File: config.mk
export PLATFORM = sky130hd
export DESIGN_NAME = odometer_pulse_counter_calibrated_flat
export DESIGN_NICKNAME = d
export VERILOG_FILES = /design/src/hdl/odpc_pkg.sv /design/src/hdl/odpc_if.sv /design/src/hdl/odpc_div.sv /design/src/hdl/odometer_pulse_counter_calibrated.sv /design/src/flat_wrapper.sv
export SDC_FILE = /design/constraint.sdc
export NUM_CORES = 1
export LEC_CHECK = 0
export BUFFER_PORTS_ARGS = -buffer_cell sky130_fd_sc_hd__buf_2
export CAP_MARGIN = 40
export CORE_MARGIN = 4
export CORE_UTILIZATION = 28
export DETAILED_ROUTE_END_ITERATION = 7
export HOLD_SLACK_MARGIN = 0.02
export PLACE_DENSITY_LB_ADDON = 0.15
export SYNTH_ARGS = -nofsm -noshare
export SYNTH_HDL_FRONTEND = slang
export SYNTH_SLANG_ARGS = --single-unit
File: constraint.sdc
create_clock -name clk -period 10.7 [get_ports clk]
set_clock_uncertainty 0.05 [all_clocks]
set_input_delay 0.535 -clock clk [delete_from_list [all_inputs] [get_ports clk]]
set_output_delay 0.535 -clock clk [all_outputs]
set_load 0.05 [all_outputs]
File: src/hdl/odpc_pkg.sv
`timescale 1ns / 1ps

package odpc_pkg;

	// Fixed field widths
	localparam int CNT_W     = 14;
	localparam int FRAC_BITS = 8;
	localparam int RATIO_W   = 22;
	localparam int DIV_W     = CNT_W + FRAC_BITS;
	localparam int STEP_W    = $clog2(DIV_W);
	localparam int BYTE_W    = 8;

	localparam int COUNT_LIMIT_DEF = 9999;

	localparam logic [RATIO_W-1:0] RATIO_ONE = RATIO_W'(1) << FRAC_BITS;

	// Command bytes
	localparam logic [BYTE_W-1:0] CMD_START   = 8'd49;
	localparam logic [BYTE_W-1:0] CMD_CONFIRM = 8'd50;
	localparam logic [BYTE_W-1:0] CMD_PULSE   = 8'd251;
	localparam logic [BYTE_W-1:0] CMD_QUAD    = 8'd252;
	localparam logic [BYTE_W-1:0] CMD_REMOTE  = 8'd253;

	typedef enum logic [1:0] {
		OP_EDGE_A = 2'd0,
		OP_EDGE_B = 2'd1,
		OP_BYTE   = 2'd2,
		OP_TICK   = 2'd3
	} op_t;

	typedef enum logic [1:0] {
		PH_IDLE    = 2'd0,
		PH_REF     = 2'd1,
		PH_CONFIRM = 2'd2
	} phase_t;

	typedef enum logic [1:0] {
		DK_SHOW,
		DK_REPORT,
		DK_CONFIRM
	} div_kind_t;

	typedef enum logic [1:0] {
		ST_IDLE,
		ST_DIV,
		ST_WAIT
	} state_t;

	typedef struct packed {
		logic             start;
		logic [DIV_W-1:0] dividend;
		logic [DIV_W-1:0] divisor;
	} div_req_t;

	typedef struct packed {
		logic             done;
		logic [DIV_W-1:0] quotient;
	} div_rsp_t;

endpackage

File: src/hdl/odpc_if.sv
`timescale 1ns / 1ps

interface odpc_item_if;
	logic                        valid;
	logic                        ready;
	odpc_pkg::op_t               opcode;
	logic                        pin_a_level;
	logic                        pin_b_level;
	logic                        direction_level;
	logic [odpc_pkg::BYTE_W-1:0] rx_byte;
	logic                        button_pressed;

	modport source (output valid, opcode, pin_a_level, pin_b_level, direction_level,
		rx_byte, button_pressed, input ready);
	modport sink (input valid, opcode, pin_a_level, pin_b_level, direction_level,
		rx_byte, button_pressed, output ready);
endinterface

interface odpc_result_if;
	logic                         valid;
	logic                         ready;
	logic [odpc_pkg::CNT_W-1:0]   pulse_count;
	logic [odpc_pkg::CNT_W-1:0]   shown_distance;
	logic                         report_valid;
	logic [odpc_pkg::CNT_W-1:0]   report_distance;
	logic                         calibrating;
	logic [1:0]                   cal_phase_out;
	logic                         quadrature_mode;
	logic [odpc_pkg::RATIO_W-1:0] ratio_out;

	modport source (output valid, pulse_count, shown_distance, report_valid,
		report_distance, calibrating, cal_phase_out, quadrature_mode, ratio_out,
		input ready);
	modport sink (input valid, pulse_count, shown_distance, report_valid,
		report_distance, calibrating, cal_phase_out, quadrature_mode, ratio_out,
		output ready);
endinterface

File: src/hdl/odpc_div.sv
`timescale 1ns / 1ps

// Restoring divider, one quotient bit per cycle.
module odpc_div (
	input  logic               clk,
	input  logic               arst_n,
	input  odpc_pkg::div_req_t req,
	output odpc_pkg::div_rsp_t rsp
);
	import odpc_pkg::*;

	localparam logic [STEP_W-1:0] LAST_STEP = STEP_W'(DIV_W - 1);

	logic [DIV_W-1:0]  rem_q;
	logic [DIV_W-1:0]  quo_q;
	logic [DIV_W-1:0]  den_q;
	logic [STEP_W-1:0] step_q;
	logic              busy_q;
	logic              done_q;
	logic [DIV_W:0]    trial;
	logic [DIV_W:0]    trial_sub;
	logic              fits;

	assign trial     = {rem_q, quo_q[DIV_W-1]};
	assign trial_sub = trial - {1'b0, den_q};
	assign fits      = (trial >= {1'b0, den_q});

	always_ff @(posedge clk or negedge arst_n) begin
		if (!arst_n) begin
			busy_q <= 1'b0;
			done_q <= 1'b0;
			step_q <= '0;
		end else if (req.start) begin
			busy_q <= 1'b1;
			done_q <= 1'b0;
			step_q <= '0;
		end else if (busy_q) begin
			step_q <= step_q + STEP_W'(1);
			if (step_q == LAST_STEP) begin
				busy_q <= 1'b0;
				done_q <= 1'b1;
			end
		end else begin
			done_q <= 1'b0;
		end
	end

	always_ff @(posedge clk) begin
		if (req.start) begin
			rem_q <= '0;
			quo_q <= req.dividend;
			den_q <= req.divisor;
		end else if (busy_q) begin
			rem_q <= fits ? trial_sub[DIV_W-1:0] : trial[DIV_W-1:0];
			quo_q <= {quo_q[DIV_W-2:0], fits};
		end
	end

	assign rsp.done     = done_q;
	assign rsp.quotient = quo_q;

	a_start_busy: assert property (@(posedge clk) disable iff (!arst_n)
		req.start |=> busy_q)
		else $error("divider not busy after start");
	a_done_idle: assert property (@(posedge clk) disable iff (!arst_n)
		done_q |-> !busy_q)
		else $error("divider done while busy");
	a_last_done: assert property (@(posedge clk) disable iff (!arst_n)
		(busy_q && !req.start && step_q == LAST_STEP) |=> done_q)
		else $error("divider missed done after last step");
endmodule

File: src/hdl/odometer_pulse_counter_calibrated.sv
// Flow: an accepted input beat starts the divider, which makes one quotient bit per step;
// when it is done the sequencer waits for the output register and loads the result beat.
// Beats: one at a time; none is taken until the last result is loaded, but a new beat is
// taken while the previous result still waits in the output register. Reset: arst_n
// clears control and odometer state but the reference byte at once (count 0, quadrature
// mode, ratio 1.0); no clearing pass, the block is ready on the first cycle after reset.
`timescale 1ns / 1ps

module odometer_pulse_counter_calibrated #(
	parameter int COUNT_LIMIT = odpc_pkg::COUNT_LIMIT_DEF
) (
	input  logic          clk,
	input  logic          arst_n,
	odpc_item_if.sink     item_in,
	odpc_result_if.source result_out
);
	import odpc_pkg::*;

	localparam logic [CNT_W-1:0]   LIMIT_C   = CNT_W'(COUNT_LIMIT);
	localparam logic [RATIO_W-1:0] RATIO_MAX = RATIO_W'(COUNT_LIMIT) << FRAC_BITS;

	// Odometer state
	logic [CNT_W-1:0]   count_q;
	logic [1:0]         enc_last_q;
	logic               enc_half_q;
	logic               mode_quad_q;
	logic               cal_disp_q;
	phase_t             phase_q;
	logic [BYTE_W-1:0]  ref_q;
	logic [RATIO_W-1:0] ratio_q;
	logic               pend_q;
	logic               latch_q;
	div_kind_t          kind_q;

	// Next values on an accepted beat
	logic [CNT_W-1:0]   count_d;
	logic [1:0]         enc_last_d;
	logic               enc_half_d;
	logic               mode_quad_d;
	logic               cal_disp_d;
	phase_t             phase_d;
	logic [BYTE_W-1:0]  ref_d;
	logic [RATIO_W-1:0] ratio_d;
	logic               pend_d;
	logic               latch_d;
	div_kind_t          kind_d;

	logic [CNT_W-1:0]   count_up;
	logic [CNT_W-1:0]   count_dn;
	logic [1:0]         enc_pos;
	logic [1:0]         enc_diff;
	logic [CNT_W-1:0]   div_count;

	// Sequencer
	state_t   state_q;
	state_t   state_d;
	logic     accept;
	logic     load_out;
	div_req_t div_req;
	div_rsp_t div_rsp;

	// Output register
	logic               out_valid_q;
	logic [CNT_W-1:0]   out_count_q;
	logic [CNT_W-1:0]   out_shown_q;
	logic               out_rep_valid_q;
	logic [CNT_W-1:0]   out_rep_dist_q;
	logic               out_cal_q;
	logic [1:0]         out_phase_q;
	logic               out_mode_q;
	logic [RATIO_W-1:0] out_ratio_q;
	logic [CNT_W-1:0]   quo_cnt;
	logic [RATIO_W-1:0] ratio_confirm;

	assign count_up = (count_q < LIMIT_C) ? count_q + CNT_W'(1) : LIMIT_C;
	assign count_dn = (count_q != '0) ? count_q - CNT_W'(1) : '0;

	// Gray position: bit 1 is pin B low, bit 0 is pin A xor pin B
	assign enc_pos  = {~item_in.pin_b_level, item_in.pin_a_level ^ item_in.pin_b_level};
	assign enc_diff = enc_last_q - enc_pos;

	// Work out the state after the beat and which division it needs
	always_comb begin
		count_d     = count_q;
		enc_last_d  = enc_last_q;
		enc_half_d  = enc_half_q;
		mode_quad_d = mode_quad_q;
		cal_disp_d  = cal_disp_q;
		phase_d     = phase_q;
		ref_d       = ref_q;
		ratio_d     = ratio_q;
		pend_d      = pend_q;
		latch_d     = latch_q;
		kind_d      = DK_SHOW;

		case (item_in.opcode) inside
			OP_EDGE_A, OP_EDGE_B: begin
				if (item_in.opcode == OP_EDGE_A || mode_quad_q) begin
					cal_disp_d = 1'b0;
				end
				if (mode_quad_q) begin
					// An odd difference is one Gray step; two steps move the count once
					if (enc_diff[0]) begin
						enc_last_d = enc_pos;
						enc_half_d = ~enc_half_q;
						if (enc_diff[1] && enc_half_q) begin
							count_d = count_up;
						end else if (!enc_diff[1] && !enc_half_q) begin
							count_d = count_dn;
						end
					end
				end else if (item_in.opcode == OP_EDGE_A) begin
					count_d = item_in.direction_level ? count_up : count_dn;
				end
			end
			OP_BYTE: begin
				if (phase_q == PH_REF) begin
					// Any byte in this phase is the reference distance
					ref_d   = item_in.rx_byte;
					phase_d = PH_CONFIRM;
				end else begin
					case (item_in.rx_byte)
						CMD_START: begin
							cal_disp_d = 1'b1;
							count_d    = '0;
							ratio_d    = RATIO_ONE;
							phase_d    = PH_REF;
						end
						CMD_CONFIRM: begin
							if (phase_q == PH_CONFIRM) begin
								kind_d     = DK_CONFIRM;
								cal_disp_d = 1'b0;
								count_d    = '0;
								phase_d    = PH_IDLE;
							end
						end
						CMD_PULSE:  mode_quad_d = 1'b0;
						CMD_QUAD:   mode_quad_d = 1'b1;
						CMD_REMOTE: pend_d = 1'b1;
						default: ;
					endcase
				end
			end
			default: begin
				if ((item_in.button_pressed && phase_q == PH_IDLE && !latch_q) || pend_q) begin
					kind_d  = DK_REPORT;
					count_d = '0;
					pend_d  = 1'b0;
					latch_d = 1'b1;
				end else begin
					latch_d = 1'b0;
				end
			end
		endcase
	end

	// Report and confirm divide the count before clearing; otherwise the new count
	assign div_count        = (kind_d == DK_SHOW) ? count_d : count_q;
	assign div_req.start    = accept;
	assign div_req.dividend = {div_count, {FRAC_BITS{1'b0}}};
	assign div_req.divisor  = (kind_d == DK_CONFIRM) ? DIV_W'(ref_q) : DIV_W'(ratio_d);

	odpc_div u_div (
		.clk    (clk),
		.arst_n (arst_n),
		.req    (div_req),
		.rsp    (div_rsp)
	);

	// Hold state; advance it on each accepted beat
	always_ff @(posedge clk or negedge arst_n) begin
		if (!arst_n) begin
			count_q     <= '0;
			enc_last_q  <= '0;
			enc_half_q  <= 1'b0;
			mode_quad_q <= 1'b1;
			cal_disp_q  <= 1'b0;
			phase_q     <= PH_IDLE;
			pend_q      <= 1'b0;
			latch_q     <= 1'b0;
			kind_q      <= DK_SHOW;
		end else if (accept) begin
			count_q     <= count_d;
			enc_last_q  <= enc_last_d;
			enc_half_q  <= enc_half_d;
			mode_quad_q <= mode_quad_d;
			cal_disp_q  <= cal_disp_d;
			phase_q     <= phase_d;
			pend_q      <= pend_d;
			latch_q     <= latch_d;
			kind_q      <= kind_d;
		end
	end

	// Reference byte needs no reset: confirm only reads it after it was written
	always_ff @(posedge clk) begin
		if (accept) begin
			ref_q <= ref_d;
		end
	end

	// Confirm: zero reference gives the maximum, else the quotient with a floor of 1.0
	assign ratio_confirm = (ref_q == '0) ? RATIO_MAX :
		((div_rsp.quotient < RATIO_ONE) ? RATIO_ONE : div_rsp.quotient);

	always_ff @(posedge clk or negedge arst_n) begin
		if (!arst_n) begin
			ratio_q <= RATIO_ONE;
		end else if (accept) begin
			ratio_q <= ratio_d;
		end else if (state_q == ST_DIV && div_rsp.done && kind_q == DK_CONFIRM) begin
			ratio_q <= ratio_confirm;
		end
	end

	// Sequencer: idle, divide, wait for the output register
	always_comb begin
		state_d = state_q;
		unique case (state_q)
			ST_IDLE: if (accept) state_d = ST_DIV;
			ST_DIV:  if (div_rsp.done) state_d = ST_WAIT;
			ST_WAIT: if (load_out) state_d = ST_IDLE;
			default: state_d = ST_IDLE;
		endcase
	end

	always_comb begin
		item_in.ready = 1'b0;
		load_out      = 1'b0;
		unique case (state_q)
			ST_IDLE: item_in.ready = 1'b1;
			ST_DIV:  ;
			ST_WAIT: load_out = !out_valid_q || result_out.ready;
			default: ;
		endcase
	end

	assign accept = item_in.valid && item_in.ready;

	always_ff @(posedge clk or negedge arst_n) begin
		if (!arst_n) begin
			state_q <= ST_IDLE;
		end else begin
			state_q <= state_d;
		end
	end

	// Output register: hold the result beat until the sink takes it
	assign quo_cnt = div_rsp.quotient[CNT_W-1:0];

	always_ff @(posedge clk or negedge arst_n) begin
		if (!arst_n) begin
			out_valid_q <= 1'b0;
		end else if (load_out) begin
			out_valid_q <= 1'b1;
		end else if (result_out.ready) begin
			out_valid_q <= 1'b0;
		end
	end

	always_ff @(posedge clk) begin
		if (load_out) begin
			out_count_q     <= count_q;
			out_shown_q     <= (kind_q == DK_SHOW) ? quo_cnt : '0;
			out_rep_valid_q <= (kind_q == DK_REPORT);
			out_rep_dist_q  <= (kind_q == DK_REPORT) ? quo_cnt : '0;
			out_cal_q       <= cal_disp_q;
			out_phase_q     <= phase_q;
			out_mode_q      <= mode_quad_q;
			out_ratio_q     <= ratio_q;
		end
	end

	assign result_out.valid           = out_valid_q;
	assign result_out.pulse_count     = out_count_q;
	assign result_out.shown_distance  = out_shown_q;
	assign result_out.report_valid    = out_rep_valid_q;
	assign result_out.report_distance = out_rep_dist_q;
	assign result_out.calibrating     = out_cal_q;
	assign result_out.cal_phase_out   = out_phase_q;
	assign result_out.quadrature_mode = out_mode_q;
	assign result_out.ratio_out       = out_ratio_q;

	a_div_to_wait: assert property (@(posedge clk) disable iff (!arst_n)
		(state_q == ST_DIV && div_rsp.done) |=> state_q == ST_WAIT)
		else $error("sequencer missed divider done");
	a_ratio_floor: assert property (@(posedge clk) disable iff (!arst_n)
		ratio_q >= RATIO_ONE)
		else $error("ratio below 1.0");
	a_count_limit: assert property (@(posedge clk) disable iff (!arst_n)
		count_q <= LIMIT_C)
		else $error("count above limit");
	a_load_no_drop: assert property (@(posedge clk) disable iff (!arst_n)
		(out_valid_q && !result_out.ready) |-> !load_out)
		else $error("output overwritten while stalled");
endmodule
File: src/flat_wrapper.sv
// flat-port wrapper written by rule: the top's interface ports become plain ports
module odometer_pulse_counter_calibrated_flat import odpc_pkg::*;
#(
	parameter int COUNT_LIMIT = odpc_pkg::COUNT_LIMIT_DEF
)
  (clk, arst_n, item_in_valid, item_in_opcode, item_in_pin_a_level, item_in_pin_b_level, item_in_direction_level, item_in_rx_byte, item_in_button_pressed, item_in_ready, result_out_valid, result_out_pulse_count, result_out_shown_distance, result_out_report_valid, result_out_report_distance, result_out_calibrating, result_out_cal_phase_out, result_out_quadrature_mode, result_out_ratio_out, result_out_ready);
  odpc_item_if item_in_i ();
  odpc_result_if result_out_i ();
  input  logic clk;
  input  logic arst_n;
  input wire logic [$bits(item_in_i.valid)-1:0] item_in_valid;
  input wire logic [$bits(item_in_i.opcode)-1:0] item_in_opcode;
  input wire logic [$bits(item_in_i.pin_a_level)-1:0] item_in_pin_a_level;
  input wire logic [$bits(item_in_i.pin_b_level)-1:0] item_in_pin_b_level;
  input wire logic [$bits(item_in_i.direction_level)-1:0] item_in_direction_level;
  input wire logic [$bits(item_in_i.rx_byte)-1:0] item_in_rx_byte;
  input wire logic [$bits(item_in_i.button_pressed)-1:0] item_in_button_pressed;
  output wire logic [$bits(item_in_i.ready)-1:0] item_in_ready;
  output wire logic [$bits(result_out_i.valid)-1:0] result_out_valid;
  output wire logic [$bits(result_out_i.pulse_count)-1:0] result_out_pulse_count;
  output wire logic [$bits(result_out_i.shown_distance)-1:0] result_out_shown_distance;
  output wire logic [$bits(result_out_i.report_valid)-1:0] result_out_report_valid;
  output wire logic [$bits(result_out_i.report_distance)-1:0] result_out_report_distance;
  output wire logic [$bits(result_out_i.calibrating)-1:0] result_out_calibrating;
  output wire logic [$bits(result_out_i.cal_phase_out)-1:0] result_out_cal_phase_out;
  output wire logic [$bits(result_out_i.quadrature_mode)-1:0] result_out_quadrature_mode;
  output wire logic [$bits(result_out_i.ratio_out)-1:0] result_out_ratio_out;
  input wire logic [$bits(result_out_i.ready)-1:0] result_out_ready;
  assign item_in_i.valid = item_in_valid;
  assign item_in_i.opcode = item_in_opcode;
  assign item_in_i.pin_a_level = item_in_pin_a_level;
  assign item_in_i.pin_b_level = item_in_pin_b_level;
  assign item_in_i.direction_level = item_in_direction_level;
  assign item_in_i.rx_byte = item_in_rx_byte;
  assign item_in_i.button_pressed = item_in_button_pressed;
  assign item_in_ready = item_in_i.ready;
  assign result_out_valid = result_out_i.valid;
  assign result_out_pulse_count = result_out_i.pulse_count;
  assign result_out_shown_distance = result_out_i.shown_distance;
  assign result_out_report_valid = result_out_i.report_valid;
  assign result_out_report_distance = result_out_i.report_distance;
  assign result_out_calibrating = result_out_i.calibrating;
  assign result_out_cal_phase_out = result_out_i.cal_phase_out;
  assign result_out_quadrature_mode = result_out_i.quadrature_mode;
  assign result_out_ratio_out = result_out_i.ratio_out;
  assign result_out_i.ready = result_out_ready;
  odometer_pulse_counter_calibrated #(.COUNT_LIMIT(COUNT_LIMIT)) u_core (.clk(clk), .arst_n(arst_n), .item_in(item_in_i), .result_out(result_out_i));
endmodule
==> results of run 1 <==
## logic make-up (layout without fill, tap and decap cells)
group,Yosys count,in the layout
adders and majority gates,28,28
muxes,17,17
AOI/OAI and AO/OA,296,296
and+or+nand+nor,389,389
xor gates and xnor gates,32,32
DFF,200,200
buffers and inverters,102,187
## how the worst min path moves through the flow
stage	depth (start not counted)	to
after global placement	1	u_core.u_div.rem_q[21]
after CTS	1	u_core.ref_q[3]
after global routing	1	u_core.ref_q[4]
final	1	u_core.ref_q[3]
after floorplan	0	u_core.cal_disp_q
after detailed placement	2	u_core.phase_q[1]
## per-layer routing
layer | wire length (um) | vias up | part of all wire
li1 | - | 4086 | -
met1 | 15300 | 4257 | 0.47
met2 | 15700 | 217 | 0.48
met3 | 1040 | 35 | 0.032
met4 | 507 | 0 | 0.016
met5 | 0 | - | 0
## synthesized netlist by cell type, types with 4 or more instances
library cell / n
edfxtp_1: 113
nand2_1: 103
nor2_1: 82
a21oi_1: 79
o21ai_0: 65
dfrtp_1: 55
and2_1: 47
inv_1: 45
clkbuf_1: 41
nand3_1: 34
dfxtp_1: 30
ha_1: 27
nor3_1: 26
a22o_1: 22
xnor2_1: 20
nand2b_1: 14
nor2b_1: 14
mux2i_1: 13
nor4_1: 12
a211oi_1: 11
a31oi_1: 11
xor2_1: 11
o211ai_1: 9
o311ai_0: 9
or2_2: 9
nand4_1: 8
a21o_1: 7
o22ai_1: 7
a221oi_1: 6
a32oi_1: 6
and3_1: 6
nand3b_1: 5
o221ai_1: 5
buf_1: 4
buf_2: 4
mux2_2: 4
o21ai_1: 4
o31ai_1: 4
or4_1: 4
## power by group
group          leakage, nW  internal, mW  total (mW)  switching [mW]
registers             2.04          1.06        1.33           0.263
logic                 2.46         0.609        1.54           0.930
clock network        0.278         0.323       0.653           0.329
total                 4.78          2.00        3.52            1.52
## sequential cells by signal, indices dropped and copies added, names as in the netlist, 2 cells and up
| name | count |
|---|---|
| u_core.count_q | 14 |
| u_core.ratio_q | 22 |
| u_core.u_div.rem_q | 22 |
| u_core.result_out.pulse_count | 14 |
| u_core.result_out.shown_distance | 14 |
| u_core.phase_q | 2 |
| u_core.result_out.cal_phase_out | 2 |
| u_core.u_div.den_q | 22 |
| u_core.result_out.report_distance | 14 |
| u_core.kind_q | 2 |
| u_core.result_out.ratio_out | 22 |
| u_core.state_q | 2 |
| u_core.u_div.step_q | 5 |
| u_core.enc_last_q | 2 |
| u_core.u_div.quo_q | 22 |
| u_core.ref_q | 8 |
## metrics by stage
| step | hold slack (ns) | setup slack (ns) | instances |
|---|---|---|---|
| 6_report | 0.258 | 7.03 | 1660 |
| 3_3_place_gp | 0.396 | 7.00 | 1618 |
| 4_1_cts | 0.230 | 7.06 | 1660 |
| 5_1_grt | 0.237 | 6.74 | 1660 |
| 3_5_place_dp | 0.377 | 7.09 | 1627 |
| 2_1_floorplan | 0.189 | 6.34 | 1064 |
## layout make-up
| class | count | area [sq um] |
|---|---|---|
| clock buffers | 19 | 453 |
| fillers | 3940 | 25200 |
| well taps | 511 | 639 |
| clock inverters | 13 | 128 |
| repair buffers | 108 | 642 |
| flip-flops and latches | 200 | 5420 |
| inverters | 47 | 176 |
| multi-input cells | 762 | 4780 |
==> flow_metrics.env, run 1 <==
export IMPL_timing_critical_path_buf_inv=1
export IMPL_met1_usage=0.217
export IMPL_final_area_sq_um=12200
export IMPL_synth_top_family_by_area="compound AO/OA/AOI/OAI gates"
export IMPL_hold_violations=0
export IMPL_synth_edf_count=113
export IMPL_nets=1182
export IMPL_synth_area_sq_um=10600
export IMPL_track_usage=0.155
export IMPL_cts_setup_buffers=0
export IMPL_path_class="flip-flop to flip-flop"
export IMPL_port_buffers=88
export IMPL_placed_cell_area_sq_um=11700
export IMPL_cp_max_fo=10
export IMPL_fmax_ghz=0.273
export IMPL_wl_mm=32.5
export IMPL_hold_buffers=1
export IMPL_drtAntennaViolNets=0
export IMPL_crit_chain="inv_1 -> ha_1 -> or3b_2 -> nor4_1 -> mux2_2 -> and2_1 -> a221o_1 -> a222oi_1 -> a21oi_1 -> a21o_1"
export IMPL_finalCritPeriodShare=0.343
export IMPL_crit_end="u_core.u_div.quo_q[20]"
export IMPL_ys_flop_type="edfxtp_1"
export IMPL_power_mw=3.52
export IMPL_grt_antenna_before_repair=0
export IMPL_initial_utilization=0.283
export IMPL_yosysWarnings=0
export IMPL_grt_overflow_total=0
export IMPL_clk_latency_ns=0.44
export IMPL_synth_nets=1110
export IMPL_globalplace_congestion=0.894
export IMPL_layout_common_cells="edfxtp_1, nand2_1, buf_2"
export IMPL_synthMuxAreaShare=0.0165
export IMPL_yosysSeqAreaShare=0.511
export IMPL_antenna_cells=0
export IMPL_cts_buffer_depth=2
export IMPL_finalSetupTns_ns=0
export IMPL_yosys_top_cells_area="edfxtp_1, dfrtp_1, dfxtp_1, a21oi_1, nand2_1"
export IMPL_synthSimpleGateAreaFrac=0.185
export IMPL_async_flop_share=0.285
export IMPL_hpwl_mm=23.3
export IMPL_ioPinCount=89
export IMPL_post_cts_resized=0
export IMPL_area_growth_pct=15.3
export IMPL_slowest_stage="or3b_2"
export IMPL_cts_htree_levels=4
export IMPL_use_met2=0.257
export IMPL_critPathLaunchType="flip-flop"
export IMPL_drc=0
export IMPL_crit_required_ns=10.84
export IMPL_die_w_um=203
export IMPL_power_density_nw_per_um2=288
export IMPL_yosysTopAreaCell="edfxtp_1"
export IMPL_clk_pin_slew_ns=0.08
export IMPL_fp_dieArea_sq_um=41100
export IMPL_synth_top_area_share=0.320
export IMPL_coreArea_sq_um=37500
export IMPL_leakage_nw=4.78
export IMPL_rr_endpoint="u_core.u_div.quo_q[20]"
export IMPL_first_global_vias=8349
export IMPL_row_count=71
export IMPL_synth_ff_latch_count=200
export IMPL_grt_pass1_wl_mm=50.4
export IMPL_vdd_drop_max_v=0.000118
export IMPL_grt_max_degree=66
export IMPL_max_slew_worst_pin_slew_ns=0.803
export IMPL_grt_util_met3=0.0200
export IMPL_routedWlPerCell_um=19.6
export IMPL_hold_class="primary input to flip-flop"
export IMPL_fin_util=0.327
export IMPL_synth_avg_cell_area_sq_um=9.97
export IMPL_synth_xor_xnor_area_share=0.0277
export IMPL_cts_sinks=200
export IMPL_cts_tree="yes"
export IMPL_reg2reg_slack_ns=7.03
export IMPL_min_delay_start="item_in_rx_byte[3]"
export IMPL_cts_buffers=17
export IMPL_vias=8595
export IMPL_cts_root_buffer="clkbuf_16"
export IMPL_drive_above_1_share=0.149
export IMPL_synthDistinctLibCells=89
export IMPL_synth_compound_area_share=0.186
export IMPL_globalRoute_busiestLayer="met2"
export IMPL_drtIter0Drc=744
export IMPL_setup_viol=0
export IMPL_synthAdderAreaFrac=0.0337
export IMPL_final_max_slew_viol_count=0
export IMPL_crit_start="u_core.count_q[0]"
export IMPL_maxCapViolCount=0
export IMPL_cp_depth=10
export IMPL_cp_arrival_ns=3.81
export IMPL_relSlewSlack=0.461
export IMPL_outcome="finished, final reports clean"
export IMPL_endpoint_kind="flip-flop"
export IMPL_min_period_ns=3.67
export IMPL_path_delay_family="simple AND/OR/NAND/NOR gates"
export IMPL_syn_inst=1064
export IMPL_die_y_um=203
export IMPL_reg2reg_depth=10
export IMPL_layout_commonest_cell="edfxtp_1"
export IMPL_rsz0062_at_grt="false"
export IMPL_reg2reg_from="u_core.count_q[0]"
export IMPL_crit_path_max_incr_delay_ns=0.55
export IMPL_dr_pass1_iters=5
export IMPL_viasPerCell=5.18
(Power assumes the default switching activity.)
==> run 2: changes to the inputs <==
==> constraint.sdc (replaced) <==
create_clock -name clk -period 3.51 [get_ports clk]
set_clock_uncertainty 0.05 [all_clocks]
set_input_delay 0.1755 -clock clk [delete_from_list [all_inputs] [get_ports clk]]
set_output_delay 0.1755 -clock clk [all_outputs]
set_load 0.05 [all_outputs]
==> run 2 against run 1 <==
  * Sequential cell count unchanged
  * Global-route usage increased by 0.57 points
  * Via count increased by 2.0%
  * Utilization increased by 1.0 points
  * Highest routed layer unchanged
  * Register-to-register slack got worse by 6.8 ns
  * Power increased to 3.1 times the previous value
  * Sequential share of layout area decreased by 1.4 points
  * Largest cell class unchanged
  * Clock-buffer cell count decreased by 1
  * Critical endpoint unchanged
==> flow_metrics.env, run 2 (synthesis gave the netlist of run 1 again) <==
export IMPL_outcome="finished, final reports clean"
export IMPL_cts_sinks=200
export IMPL_hold_violations=0
export IMPL_critPathLaunchType="flip-flop"
export IMPL_cts_buffer_depth=2
export IMPL_routedWlPerCell_um=19.6
export IMPL_fin_util=0.337
export IMPL_slowest_stage="or3b_2"
export IMPL_die_y_um=203
export IMPL_row_count=71
export IMPL_ioPinCount=89
export IMPL_layout_common_cells="edfxtp_1, nand2_1, buf_2"
export IMPL_final_area_sq_um=12600
export IMPL_final_max_slew_viol_count=0
export IMPL_cts_setup_buffers=0
export IMPL_wl_mm=33.4
export IMPL_finalSetupTns_ns=0
export IMPL_top_layer="met4"
export IMPL_track_usage=0.161
export IMPL_clk_latency_ns=0.45
export IMPL_relSlewSlack=0.411
export IMPL_drc=0
export IMPL_hold_slack_ns=0.0598
export IMPL_reg2reg_depth=10
export IMPL_max_slew_worst_pin_slew_ns=0.878
export IMPL_drtAntennaViolNets=0
export IMPL_grt_antenna_before_repair=0
export IMPL_crit_required_ns=3.67
export IMPL_route_met3_wl_mm=1.39
export IMPL_cts_tree="yes"
export IMPL_path_class="flip-flop to flip-flop"
export IMPL_port_buffers=88
export IMPL_initial_utilization=0.283
export IMPL_postLayoutSetupSlackWorst_ns=0.260
export IMPL_grt_overflow_total=0
export IMPL_rr_endpoint="u_core.u_div.quo_q[20]"
export IMPL_drtIter0Drc=690
export IMPL_final_cells=1707
export IMPL_nets=1229
export IMPL_vias=8767
export IMPL_antenna_cells=0
export IMPL_vdd_drop_max_v=0.000389
export IMPL_grt_pass1_wl_mm=52.1
export IMPL_drive_above_1_share=0.171
export IMPL_layout_commonest_cell="edfxtp_1"
export IMPL_fp_dieArea_sq_um=41100
export IMPL_reg2reg_slack_ns=0.26
export IMPL_min_period_ns=3.25
export IMPL_power_mw=11.0
export IMPL_fmax_ghz=0.308
export IMPL_hold_class="primary input to async pin"
export IMPL_crit_path_max_incr_delay_ns=0.51
export IMPL_first_global_vias=8695
export IMPL_cp_arrival_ns=3.41
export IMPL_reg2reg_from="u_core.count_q[0]"
export IMPL_coreArea_sq_um=37500
export IMPL_rsz0062_at_grt="false"
export IMPL_area_growth_pct=19.1
export IMPL_leakage_nw=5.00
export IMPL_maxCapViolCount=0
export IMPL_hpwl_mm=24.0
export IMPL_finalCritPeriodShare=0.926
export IMPL_cts_buffers=17
export IMPL_clk_pin_slew_ns=0.08
export IMPL_placedCellCount=1661
export IMPL_dp_slack_ns=0.248
export IMPL_setup_viol=0
export IMPL_endpoint_kind="flip-flop"
export IMPL_viasPerCell=5.14
export IMPL_cts_root_buffer="clkbuf_16"
export IMPL_cts_htree_levels=4
export IMPL_die_w_um=203
export IMPL_placed_cell_area_sq_um=11900
export IMPL_globalplace_congestion=0.866
export IMPL_cp_max_fo=6
export IMPL_dr_pass1_iters=5
export IMPL_grt_max_degree=70
export IMPL_drt_met1_wl_mm=15.5
export IMPL_route_met2_wl_mm=16.0
export IMPL_power_density_nw_per_um2=874
export IMPL_crit_chain="inv_1 -> ha_2 -> or3b_2 -> nor4_1 -> mux2_2 -> and2_1 -> a221o_1 -> a222oi_1 -> a21oi_1 -> a21o_1"
[run 2: metal layers]
metal,vias up,track usage
met2,206,0.263
met3,28,0.0267
met4,0,0.0352
met1,4352,0.226
li1,4181,-
met5,-,0
[run 2: what timing repair did]
| item | 4_1_cts | 5_1_grt |
|---|---|---|
| endpoints found under the hold margin | 47 | 0 |
| setup endpoints to repair | 0 | 1 |
| hold buffers | 14 | 0 |
| gates resized for setup | 0 | 1 |
[run 2: layout make-up]
type                    instances  area [sq um]
fillers                      3944         24900
flip-flops and latches        200          5420
multi-input cells             762          4780
repair buffers                155          1000
well taps                     511           639
clock buffers                  18           429
clock inverters                14           183
inverters                      47           176
[run 2: report_power, final]
group / internal (mW) / leakage [nW] / switching (mW)
clock: 1.03 / 0.294 / 1.05
sequential: 3.25 / 2.04 / 0.560
combinational: 2.04 / 2.67 / 3.12
[run 2: worst max-delay path by stage]
stage	end	slack, ns	startpoint
after global routing	u_core.u_div.quo_q[20]	0.03	u_core.count_q[0]
after global placement	u_core.u_div.quo_q[20]	0.24	u_core.count_q[0]
final	u_core.u_div.quo_q[20]	0.26	u_core.count_q[0]
after CTS	u_core.u_div.quo_q[20]	0.21	u_core.count_q[0]
after detailed placement	u_core.u_div.quo_q[20]	0.25	u_core.count_q[0]
after floorplan	u_core.u_div.den_q[0]	0.33	u_core.state_q[0]
[run 2: worst max-delay path, delay by kind of cell, from the launching register on]
family	cells	cell delay, ns
multiplexers	1	0.39
flip-flops	1	0.38
adder cells (fa/ha/maj)	1	0.24
AO/OA/AOI/OAI	4	0.91
AND/OR/NAND/NOR	3	0.92
buffers and inverters	1	0.12
